## src/hw/rtl/iecm_pkg.sv

```systemverilog
// ----------------------------------------------------------------------------
// iecm_pkg: shared types and constants for the IEC meter scale block
// Segment tables of the piecewise-linear dB scale, fixed-point widths,
// divide-by-25 reciprocal and the item structs passed between stages.
// ----------------------------------------------------------------------------
package iecm_pkg;

  localparam int CH_W   = 3;   // channel index width
  localparam int DB_W   = 16;  // dB level, Q8 signed
  localparam int LVL_W  = 18;  // meter level, units of 1/65536
  localparam int AGE_W  = 8;   // peak age and hold limit
  localparam int NSEG   = 6;   // scale segments
  localparam int SEG_W  = 3;   // segment index width
  localparam int DIFF_W = 14;  // level minus segment base, clamped top fits
  localparam int NUM_W  = 22;  // slope * diff + offset, before divide by 25
  localparam int RCP_W  = 23;  // reciprocal width
  localparam int PROD_W = NUM_W + RCP_W;
  localparam int RCP_SHIFT = 27;

  typedef logic signed [DB_W-1:0] db_t;
  typedef logic [LVL_W-1:0]       lvl_t;
  typedef logic [SEG_W-1:0]       seg_t;

  // Segment starts in Q8 dB: -70, -60, -50, -40, -30, -20
  localparam db_t SEG_BASE [NSEG] = '{
    -16'sd17920, -16'sd15360, -16'sd12800, -16'sd10240, -16'sd7680, -16'sd5120
  };
  localparam logic [7:0]  SEG_SLOPE [NSEG] = '{8'd16, 8'd32, 8'd48, 8'd96, 8'd128, 8'd160};
  localparam logic [19:0] SEG_OFFS  [NSEG] = '{
    20'd0, 20'd40960, 20'd122880, 20'd245760, 20'd491520, 20'd819200
  };

  // +40 dB maps exactly onto 2.0; anything above saturates there
  localparam db_t  DB_SAT    = 16'sd10240;
  localparam lvl_t METER_MAX = 18'd131072;

  // round(x / 25) = floor((x + 12) * ceil(2^27 / 25) / 2^27), exact for x < 2^22
  localparam logic [NUM_W-1:0] ROUND_BIAS = 22'd12;
  localparam logic [RCP_W-1:0] RCP_25     = 23'd5368710;

  localparam logic [AGE_W-1:0] HOLD_RESET = 8'd50;

  // Scaled numerator on its way to the divider
  typedef struct packed {
    logic [CH_W-1:0]  ch;
    logic [NUM_W-1:0] num;
  } iecm_num_t;

  // Scaled level on its way to the peak hold
  typedef struct packed {
    logic [CH_W-1:0] ch;
    lvl_t            level;
  } iecm_level_t;

endpackage

```

## src/hw/rtl/iecm_scale.sv

```systemverilog
// ----------------------------------------------------------------------------
// iecm_scale: dB to meter fraction, two pipeline stages
// Stage 1 picks the segment and forms slope*(d-base)+offset; stage 2 divides
// by 25 with rounding through a reciprocal multiply.
// ----------------------------------------------------------------------------
module iecm_scale (
  input  logic                     clk,
  input  logic                     rst,
  input  logic                     in_valid,
  output logic                     in_ready,
  input  logic [iecm_pkg::CH_W-1:0] ch,
  input  iecm_pkg::db_t            db,
  output logic                     lvl_valid,
  input  logic                     lvl_ready,
  output iecm_pkg::iecm_level_t    lvl
);

  logic                s1_valid;
  iecm_pkg::iecm_num_t s1;
  iecm_pkg::iecm_num_t s1_next;
  logic                s1_en;
  logic                s2_en;

  iecm_pkg::seg_t                  seg;
  logic                            below;
  iecm_pkg::db_t                   d_clamp;
  logic signed [iecm_pkg::DB_W:0]  diff_full;
  logic [iecm_pkg::DIFF_W-1:0]     diff;

  logic [iecm_pkg::NUM_W-1:0]  x;
  logic [iecm_pkg::PROD_W-1:0] prod;

  // Stage 1: segment select and linear term
  always_comb begin
    below = (db < iecm_pkg::SEG_BASE[0]);
    seg   = '0;
    for (int i = 1; i < iecm_pkg::NSEG; i++) begin
      if (db >= iecm_pkg::SEG_BASE[i]) begin
        seg = iecm_pkg::seg_t'(i);
      end
    end
    d_clamp   = (db > iecm_pkg::DB_SAT) ? iecm_pkg::DB_SAT : db;
    diff_full = {d_clamp[iecm_pkg::DB_W-1], d_clamp}
              - {iecm_pkg::SEG_BASE[seg][iecm_pkg::DB_W-1], iecm_pkg::SEG_BASE[seg]};
    diff      = diff_full[iecm_pkg::DIFF_W-1:0];
    s1_next.ch  = ch;
    s1_next.num = below ? '0
                : iecm_pkg::NUM_W'(iecm_pkg::SEG_SLOPE[seg]) * iecm_pkg::NUM_W'(diff)
                  + iecm_pkg::NUM_W'(iecm_pkg::SEG_OFFS[seg]);
  end

  // Stage 2: divide by 25, round to nearest
  assign x    = s1.num + iecm_pkg::ROUND_BIAS;
  assign prod = iecm_pkg::PROD_W'(x) * iecm_pkg::PROD_W'(iecm_pkg::RCP_25);

  assign s2_en    = !lvl_valid || lvl_ready;
  assign s1_en    = !s1_valid || s2_en;
  assign in_ready = s1_en;

  always_ff @(posedge clk) begin
    if (rst) begin
      s1_valid  <= 1'b0;
      lvl_valid <= 1'b0;
    end else begin
      if (s1_en) begin
        s1_valid <= in_valid;
      end
      if (s2_en) begin
        lvl_valid <= s1_valid;
      end
    end
  end

  always_ff @(posedge clk) begin
    if (s1_en && in_valid) begin
      s1 <= s1_next;
    end
    if (s2_en && s1_valid) begin
      lvl.ch    <= s1.ch;
      lvl.level <= prod[iecm_pkg::RCP_SHIFT +: iecm_pkg::LVL_W];
    end
  end

endmodule

```

## src/hw/rtl/iecm_peak.sv

```systemverilog
// ----------------------------------------------------------------------------
// iecm_peak: per-channel peak hold and result register
// Read-modify-write of peak and age is combinational ahead of the stores, so
// the same channel may follow itself without a gap. Holds the hold-limit register.
// ----------------------------------------------------------------------------
module iecm_peak #(
  parameter int NUM_CHANNELS = 8
) (
  input  logic                       clk,
  input  logic                       rst,
  input  logic                       cfg_wr_en,
  input  logic [iecm_pkg::AGE_W-1:0] cfg_wr_data,
  input  logic                       lvl_valid,
  output logic                       lvl_ready,
  input  iecm_pkg::iecm_level_t      lvl,
  output logic                       out_valid,
  input  logic                       out_ready,
  output logic [iecm_pkg::CH_W-1:0]  out_channel,
  output iecm_pkg::lvl_t             meter_level,
  output iecm_pkg::lvl_t             held_peak
);

  // Only channels the index can reach get storage
  localparam int CH_SPAN = 2 ** iecm_pkg::CH_W;
  localparam int DEPTH   = (NUM_CHANNELS < CH_SPAN) ? NUM_CHANNELS : CH_SPAN;
  localparam int IDX_W   = (DEPTH > 1) ? $clog2(DEPTH) : 1;

  iecm_pkg::lvl_t             peak_store [DEPTH];
  logic [iecm_pkg::AGE_W-1:0] age_store  [DEPTH];
  logic [iecm_pkg::AGE_W-1:0] hold_limit;

  logic                          accept;
  logic                          in_range;
  logic [IDX_W+iecm_pkg::CH_W-1:0] ch_ext;
  logic [IDX_W-1:0]              idx;
  iecm_pkg::lvl_t                peak_rd;
  logic [iecm_pkg::AGE_W:0]      age_inc;
  logic                          replace;
  iecm_pkg::lvl_t                peak_next;
  logic [iecm_pkg::AGE_W-1:0]    age_next;

  assign lvl_ready = !out_valid || out_ready;
  assign accept    = lvl_valid && lvl_ready;

  assign in_range = ({{(32 - iecm_pkg::CH_W){1'b0}}, lvl.ch} < 32'(NUM_CHANNELS));
  assign ch_ext   = {{IDX_W{1'b0}}, lvl.ch};
  assign idx      = ch_ext[IDX_W-1:0];

  // age is one bit wider so it never wraps before exceeding the limit
  always_comb begin
    peak_rd   = in_range ? peak_store[idx] : '0;
    age_inc   = {1'b0, (in_range ? age_store[idx] : '0)} + 1'b1;
    replace   = (peak_rd < lvl.level) || (age_inc > {1'b0, hold_limit});
    peak_next = replace ? lvl.level : peak_rd;
    age_next  = replace ? '0 : age_inc[iecm_pkg::AGE_W-1:0];
  end

  always_ff @(posedge clk) begin
    if (rst) begin
      for (int i = 0; i < DEPTH; i++) begin
        peak_store[i] <= '0;
        age_store[i]  <= '0;
      end
      hold_limit <= iecm_pkg::HOLD_RESET;
      out_valid  <= 1'b0;
    end else begin
      if (cfg_wr_en) begin
        hold_limit <= cfg_wr_data;
      end
      if (accept && in_range) begin
        peak_store[idx] <= peak_next;
        age_store[idx]  <= age_next;
      end
      if (lvl_ready) begin
        out_valid <= lvl_valid;
      end
    end
  end

  always_ff @(posedge clk) begin
    if (accept) begin
      out_channel <= lvl.ch;
      meter_level <= lvl.level;
      held_peak   <= in_range ? peak_next : '0;
    end
  end

endmodule

```

## src/hw/rtl/iec_meter_scale_peak_hold.sv

```systemverilog
// ----------------------------------------------------------------------------
// iec_meter_scale_peak_hold: IEC dB meter scale with per-channel peak hold
// Path from input transfer to result valid: three register stages (scale,
// divide, hold).
// Throughput: one item per cycle while the output is not stalled; the peak read-modify-write lets a channel repeat.
// Reset (rst, synchronous): clears all peaks and ages, empties the pipeline and
// loads the hold limit with 50.
// ----------------------------------------------------------------------------
module iec_meter_scale_peak_hold #(
  parameter int NUM_CHANNELS = 8
) (
  input  logic                       clk,
  input  logic                       rst,
  // hold-limit register write
  input  logic                       cfg_wr_en,
  input  logic [iecm_pkg::AGE_W-1:0] cfg_wr_data,
  // input items
  input  logic                       in_valid,
  output logic                       in_ready,
  input  logic [iecm_pkg::CH_W-1:0]  channel_index,
  input  logic signed [15:0]         db_level,
  // results
  output logic                       out_valid,
  input  logic                       out_ready,
  output logic [iecm_pkg::CH_W-1:0]  out_channel,
  output logic [17:0]                meter_level,
  output logic [17:0]                held_peak
);

  // Scaled level between the scale pipe and the peak hold stage.
  // Each stage moves when its output is empty or being taken, so a
  // result waiting at the output only stalls once every stage is full.
  logic                  lvl_valid;
  logic                  lvl_ready;
  iecm_pkg::iecm_level_t lvl;

  // Piecewise-linear scale: segment select and linear term, then the
  // rounded divide by 25 as a reciprocal multiply.
  iecm_scale u_scale (
    .clk       (clk),
    .rst       (rst),
    .in_valid  (in_valid),
    .in_ready  (in_ready),
    .ch        (channel_index),
    .db        (db_level),
    .lvl_valid (lvl_valid),
    .lvl_ready (lvl_ready),
    .lvl       (lvl)
  );

  // Peak hold: peak and age per channel, updated on each transfer.
  // A channel beyond NUM_CHANNELS leaves state alone and reports peak 0.
  iecm_peak #(
    .NUM_CHANNELS (NUM_CHANNELS)
  ) u_peak (
    .clk         (clk),
    .rst         (rst),
    .cfg_wr_en   (cfg_wr_en),
    .cfg_wr_data (cfg_wr_data),
    .lvl_valid   (lvl_valid),
    .lvl_ready   (lvl_ready),
    .lvl         (lvl),
    .out_valid   (out_valid),
    .out_ready   (out_ready),
    .out_channel (out_channel),
    .meter_level (meter_level),
    .held_peak   (held_peak)
  );

  // ---------------------------------------------------------------------------
  // Assertions
  // ---------------------------------------------------------------------------

  // Pipeline comes out of reset empty
  a_reset_empty: assert property (@(posedge clk) rst |=> !out_valid)
    else $error("result valid right after reset");

  // Scale saturates at 2.0
  a_level_max: assert property (@(posedge clk) disable iff (rst)
    out_valid |-> meter_level <= iecm_pkg::METER_MAX)
    else $error("meter level above 2.0");

  // A held peak never sits below the level that just passed through it
  a_peak_ge_level: assert property (@(posedge clk) disable iff (rst)
    (out_valid && ({29'b0, out_channel} < 32'(NUM_CHANNELS)))
      |-> held_peak >= meter_level)
    else $error("held peak below current level");

  // Unbacked channels report no peak
  a_unbacked_zero: assert property (@(posedge clk) disable iff (rst)
    (out_valid && ({29'b0, out_channel} >= 32'(NUM_CHANNELS)))
      |-> held_peak == '0)
    else $error("peak reported for a channel without storage");

endmodule

```

## config.mk

```make
export PLATFORM = sky130hd
export DESIGN_NAME = iec_meter_scale_peak_hold
export DESIGN_NICKNAME = d
export VERILOG_FILES = /design/src/hw/rtl/iecm_pkg.sv /design/src/hw/rtl/iecm_scale.sv /design/src/hw/rtl/iecm_peak.sv /design/src/hw/rtl/iec_meter_scale_peak_hold.sv
export SDC_FILE = /design/constraint.sdc
export NUM_CORES = 1
export LEC_CHECK = 0
export BUFFER_PORTS_ARGS = -buffer_cell sky130_fd_sc_hd__buf_2
export CAP_MARGIN = 20
export CORE_MARGIN = 4
export CORE_UTILIZATION = 51
export DETAILED_ROUTE_END_ITERATION = 6
export PLACE_DENSITY = 0.74
export SETUP_SLACK_MARGIN = 0.02
export SLEW_MARGIN = 20
export SYNTH_ARGS = -nofsm -noshare
export SYNTH_HDL_FRONTEND = slang
export SYNTH_SLANG_ARGS = --single-unit
export TNS_END_PERCENT = 5
```

## constraint.sdc

```tcl
create_clock -name clk -period 6.5 [get_ports clk]
set_clock_uncertainty 0.15 [all_clocks]
set_input_delay 0.65 -clock clk [delete_from_list [all_inputs] [get_ports clk]]
set_output_delay 0.65 -clock clk [all_outputs]
set_load 0.03 [all_outputs]
```

Word-level counts from Yosys, hierarchy flattened
Memories as Yosys holds them, arrays and structs flattened. A register that Yosys moved wholly into a read port is not among the register bits.
Index checks and enable logic that the tools add are counted.
{"block": "word_totals", "n_memories": 5, "rom_bits": 352, "wordCells": 72, "ram_bits": 208, "register_bits": 96}
{"block": "classes", "order_cmp": 10, "n_mux": 27, "add_sub_neg": 4, "reduce_logical": 12, "bitwise_logic": 1, "mul": 2}
{"name": "(no name shown)", "words": 8, "width": 20, "read_ports": 1, "rd_ports_with_merged_regs": 0, "write_ports": 0, "line_no": "iecm_scale.sv:49", "source": "+ iecm_pkg::NUM_W'(iecm_pkg::SEG_OFFS[seg]);"}
{"name": "u_peak.peak_store", "words": 8, "width": 18, "read_ports": 1, "rd_ports_with_merged_regs": 1, "write_ports": 8, "line_no": "iecm_peak.sv:28", "source": "iecm_pkg::lvl_t peak_store [DEPTH];"}
{"name": "(no name shown)", "words": 8, "width": 16, "read_ports": 1, "rd_ports_with_merged_regs": 0, "write_ports": 0, "line_no": "iecm_scale.sv:44", "source": "- {iecm_pkg::SEG_BASE[seg][iecm_pkg::DB_W-1], iecm_pkg::SEG_BASE[seg]};"}
{"name": "(no name shown)", "words": 8, "width": 8, "read_ports": 1, "rd_ports_with_merged_regs": 0, "write_ports": 0, "line_no": "iecm_scale.sv:48", "source": ": iecm_pkg::NUM_W'(iecm_pkg::SEG_SLOPE[seg]) * iecm_pkg::NUM_W'(diff)"}
{"name": "u_peak.age_store", "words": 8, "width": 8, "read_ports": 1, "rd_ports_with_merged_regs": 1, "write_ports": 8, "line_no": "iecm_peak.sv:29", "source": "logic [iecm_pkg::AGE_W-1:0] age_store [DEPTH];"}
{"operator": "16-bit by 15-bit greater-or-equal comparator with 1-bit output, second input constant", "count": 3}
{"operator": "22-bit by 22-bit multiplier with 44-bit output, second input constant", "count": 1}
{"operator": "14-bit two-way mux", "count": 3}
{"operator": "20-bit two-way mux", "count": 2}
{"operator": "18-bit two-way mux", "count": 2}
{"operator": "16-bit by 14-bit greater-or-equal comparator with 1-bit output, second input constant", "count": 2}
{"operator": "8-bit two-way mux", "count": 4}
{"operator": "22-bit by 20-bit adder with 22-bit output", "count": 1}
{"operator": "22-bit by 4-bit adder with 22-bit output, second input constant", "count": 1}
{"operator": "8-bit by 14-bit multiplier with 22-bit output", "count": 1}
{"operator": "18-bit < comparator", "count": 1}
{"operator": "3-bit two-way mux", "count": 6}
{"operator": "18-bit OR reduction", "count": 1}
{"operator": "16-bit by 15-bit > comparator with 1-bit output, second input constant", "count": 1}
{"operator": "16-bit < comparator, second input constant", "count": 1}
{"operator": "14-bit subtractor", "count": 1}
{"operator": "8-bit by 1-bit adder with 9-bit output, second input constant", "count": 1}
{"operator": "9-bit by 8-bit > comparator with 1-bit output", "count": 1}
{"operator": "1-bit two-way mux", "count": 8}
{"operator": "8-bit OR reduction", "count": 1}
{"operator": "4-bit greater-or-equal comparator, second input constant", "count": 1}
{"operator": "1-bit logical OR", "count": 4}
{"operator": "2-bit two-way mux", "count": 2}
{"operator": "3-bit NOT with 4-bit output", "count": 1}
{"operator": "2 further kinds", "count": 6}

Depth between registers and ports, before layout
{"block": "depth", "ltp_word": 13, "mapped_depth": 30}

Hierarchy
Synthesis repeated with hierarchy kept, for this count alone.
{"block": "unflattened", "cells_unflattened": 1999, "area_unflattened_um2": 23124.7}
{"module": "iecm_peak", "n_inst": 1, "area_each_um2": 11651.2, "seq_area_each_um2": 7597.3, "cells_each": 888}
{"module": "iecm_scale", "n_inst": 1, "area_each_um2": 11473.5, "seq_area_each_um2": 1301.2, "cells_each": 1111}

Least setup slack after synthesis
OpenSTA, ideal clock, no wires.
{"block": "synth_path", "path_type": "register to register", "from": "reg u_scale.s1[5] (netlist name)", "to": "reg u_scale.lvl[10] (netlist name)", "stages_incl_launch_ff": 21, "path_slack_ns": -0.234, "arrival_time_ns": 6.321, "path_buffers": 0, "setup_time_ns": 0.262, "period_less_slack_ns": 6.734, "cell_sequence": "edfxtp_1 -> inv_1 -> fa_1 -> inv_1 -> ha_1 -> fa_1 -> fa_1 -> fa_1 -> fa_1 -> fa_1 -> ha_1 -> nand3_1 -> or2_2 -> nor4b_1 -> a211oi_1 -> o31ai_1 -> a31oi_1 -> o21ai_0 -> o41ai_1 -> o21bai_1 -> xor2_1"}
{"block": "synth_between", "elab_chain_len": 2}
{"element": "from (decl)", "line_no": "iecm_scale.sv:19", "source": "iecm_pkg::iecm_num_t s1;"}
{"element": "from (signal assigned)", "line_no": "iecm_scale.sv:76", "source": "s1 <= s1_next;"}
{"element": "22-bit by 4-bit adder with 22-bit output", "line_no": "iecm_scale.sv:53", "source": "assign x = s1.num + iecm_pkg::ROUND_BIAS;"}
{"element": "22-bit by 22-bit multiplier with 44-bit output", "line_no": "iecm_scale.sv:54", "source": "assign prod = iecm_pkg::PROD_W'(x) * iecm_pkg::PROD_W'(iecm_pkg::RCP_25);"}
{"element": "named net u_scale.prod, one bit", "line_no": "iecm_scale.sv:31", "source": "logic [iecm_pkg::PROD_W-1:0] prod;"}
The timed path passes the listed nets, and every way through them passes these cells.
A chain may end at the register's enable or synchronous reset.

Final worst setup path
{"block": "layout_path", "from": "reg u_scale.s1[15] (netlist name)", "to": "reg u_scale.lvl[13] (netlist name)"}
{"block": "layout_between", "elab_chain_len": 2}
{"element": "22-bit by 4-bit adder with 22-bit output", "line_no": "iecm_scale.sv:53"}
{"element": "22-bit by 22-bit multiplier with 44-bit output", "line_no": "iecm_scale.sv:54"}
{"element": "named net u_scale.prod, one bit", "line_no": "iecm_scale.sv:31"}
The timed path passes the listed nets, and every way through them passes these cells.

==> results.py <==
metrics = {
    "status": {
        "status": "finished clean",
    },
    "cts": {
        "cts_tree": "built",
        "cts_hold_buf": 0,
        "clock-sinks": 303,
        "cts_buffers": 30,
        "path_clk_slew_ns": 0.06,
        "clock_latency_ns": 0.56,
        "cts-root-buf": "clkbuf_16",
        "clk_path_buf_depth": 3,
        "htreeDepth": 1,
    },
    "cells_and_area": {
        "stdcell_count": 2648,
        "final.fill_count": 3393,
        "multi_input_area_um2": 12650,
        "diodes": 0,
        "seq_area_um2": 8964,
        "areaGrowthSynthToFinish_pct": 16.31,
        "drive_gt1_share_pct": 22.01,
        "fin_nets": 2543,
    },
    "detailed_routing": {
        "drt_iter0_markers": 1094,
        "ant_nets": 0,
        "firstDrtPassIters": 7,
        "viasPerCell": 5.489,
        "vias": 14530,
        "totalWireLength_um": 51940,
        "wl_per_cell_um": 19.61,
        "drc": 0,
    },
    "yosys": {
        "synth_mux_area_share_pct": 7.990,
        "yosys-top-cells-area": "edfxtp_1 (39%), fa_1 (17%), ha_1 (16%)",
        "synth_top_cell_area_share_pct": 38.84,
        "seq_area_frac_synth_pct": 40.09,
        "ys_top_cells_by_count": "nor2_1 (293), edfxtp_1 (289), ha_1 (284)",
        "synth_nets": 2309,
        "synth_top_area_cell": "edfxtp_1",
        "yosys.area_share.simple_pct": 8.634,
        "synth.avg_cell_area_um2": 12.37,
        "synth_cells": 1806,
        "synth-compound-area-share_pct": 3.830,
        "async_flop_share_pct": 0,
        "synth_ff_type": "edfxtp_1",
        "synth-warning-count": 0,
        "synth_top_family_by_area": "adder cells",
        "synth_edf_count": 289,
        "synth.most_common_cell": "nor2_1",
        "syn-cell-area_um2": 22350,
        "synth_seq_cells": 303,
        "synth.distinct_cells": 57,
        "synth-xor-area-share_pct": 1.411,
        "synth_adder_area_share_pct": 32.65,
    },
    "critical_path": {
        "critPathArrivalTime_ns": 6.59,
        "required_ns": 6.66,
        "critPathMaxFanout": 4,
        "endpoint_kind": "register",
        "worstSetupPathType": "register to register",
        "cp-start-kind": "register",
    },
    "floorplanning": {
        "start_util_pct": 51.76,
        "fp-row-count": 76,
        "fp.dieH_um": 217.3,
        "io_pins": 73,
        "die_area_um2": 47230,
        "die_w_um": 217.3,
        "core-area_um2": 43170,
    },
    "grt": {
        "grt_pass1_vias": 15620,
        "antenna_found_initial": 1,
        "overflow": 0,
        "grt_util_all_layers_pct": 22.18,
        "grt_pass1_wl_um": 82740,
        "grt_max_degree": 41,
    },
    "sta": {
        "setup_slack_ns": 0.07034,
        "fin_crit_ns": 6.430,
        "relSlewSlack_pct": 30.94,
        "setup_violations": 0,
        "rsz0062_at_grt": "true",
        "hold_viol": 0,
        "drv_slew": 0,
        "fmax_ghz": 0.1555,
        "worstMarginPinSlew_ns": 1.036,
        "holdWs_ns": 0.1220,
        "fin_crit_sh_pct": 98.92,
    },
    "worst_hold_path": {
        "hold_class": "primary input to register",
    },
    "job": {
        "drv_cap": 0,
    },
    "placed_design": {
        "dp_cells": 2568,
        "pre_cts_ws_ns": -0.2688,
        "gp_congestion": 0.8942,
        "io_buffer_count": 72,
        "hpwl_um": 37920,
    },
}
## registers in the layout, indices dropped and copies added (netlist names), named ones only
signal              cells
u_peak.meter_level     18
u_scale.s1_valid        1
u_peak.out_channel      3
u_scale.lvl_valid       1
u_peak.age_store       64
u_peak.peak_store     144
u_scale.s1             21
u_peak.out_valid        1
u_peak.hold_limit       8
u_scale.lvl            21
u_peak.held_peak       18
## final timing paths
| kind | from | depth (start not counted) | end | slack [ns] |
|---|---|---|---|---|
| max | u_scale.s1[15]$_SDFFCE_PP0P_ | 23 | u_scale.lvl[13]$_DFFE_PP_ | 0.07 |
| max reg2reg | u_scale.s1[15]$_SDFFCE_PP0P_ | 23 | u_scale.lvl[13]$_DFFE_PP_ | 0.07 |
| min reg2reg | u_scale.s1[24]$_DFFE_PP_ | 0 | u_scale.lvl[20]$_DFFE_PP_ | 0.32 |
| min | channel_index[0] | 1 | u_scale.s1[22]$_DFFE_PP_ | 0.12 |
## metrics by stage
stage                     TNS (ns)  utilization [%]  area [um2]
after floorplan                  0                -       22370
after global placement      -1.254            56.54       24410
after detailed placement    -2.574            56.54       24410
after CTS                        0            59.43       25650
after global routing       -0.5564            60.20       25990
final                            0            60.20       25990
## area by class of cell
| cell class | count | area share, % |
|---|---|---|
| clock buffers | 43 | 3.230 |
| flip-flops and latches | 303 | 34.49 |
| well taps | 585 | 2.816 |
| clock inverters | 12 | 0.3659 |
| multi-input cells | 1192 | 48.67 |
| inverters | 267 | 3.856 |
| repair buffers | 246 | 6.571 |
## layer usage
metal | global-route usage [%] | routed length (um)
met5 | 0 | 11
met4 | 5.639 | 1280
met3 | 3.896 | 3747
met2 | 37.47 | 25250
met1 | 30.11 | 21650
## timing repair
item	CTS	global route
cloned	0	0
resized for setup	33	43
endpoints found under the setup margin	11	15
buffers inserted	12	13
pin swaps	19	32
## cells in the final DEF, fill, tap and decap left out, types with 13 or more instances in the layout
cell	n
fa_1	179
buf_4	163
mux4_2	51
clkbuf_16	30
nor2b_1	16
nand2_1	53
edfxtp_1	289
buf_2	72
xnor2_1	23
inv_1	260
mux2i_1	15
a21o_1	20
xor2_1	13
a21oi_1	25
mux2i_2	13
ha_1	260
nor2_1	292
ha_4	22
mux2_2	25
o21ai_0	19
and2_1	18
## kinds of logic (layout without fill, tap and decap cells)
logic type / Yosys count / after routing
AOI/OAI and AO/OA: 127 / 127
buffers and inverters: 311 / 568
xor gates and xnor gates: 36 / 36
muxes: 105 / 105
DFF: 303 / 303
and+or+nand+nor: 453 / 453
adders and majority gates: 471 / 471
## critical path, cell delays in order (launching register included)
cell	delay, ns
edfxtp_1	0.49
buf_6	0.18
ha_1	0.35
fa_1	0.48
fa_1	0.52
inv_1	0.05
fa_1	0.47
fa_1	0.54
inv_1	0.06
fa_1	0.48
ha_1	0.33
ha_4	0.30
nand3_4	0.09
buf_4	0.16
nor3_4	0.17
a211oi_1	0.09
buf_4	0.18
o31ai_4	0.25
a31oi_2	0.15
buf_4	0.16
nor2b_2	0.12
nor2_1	0.07
o211a_1	0.21
xnor2_1	0.12
Power is not shown: default switching activity piles up to over one toggle a cycle in this logic, so the estimate is an artifact.
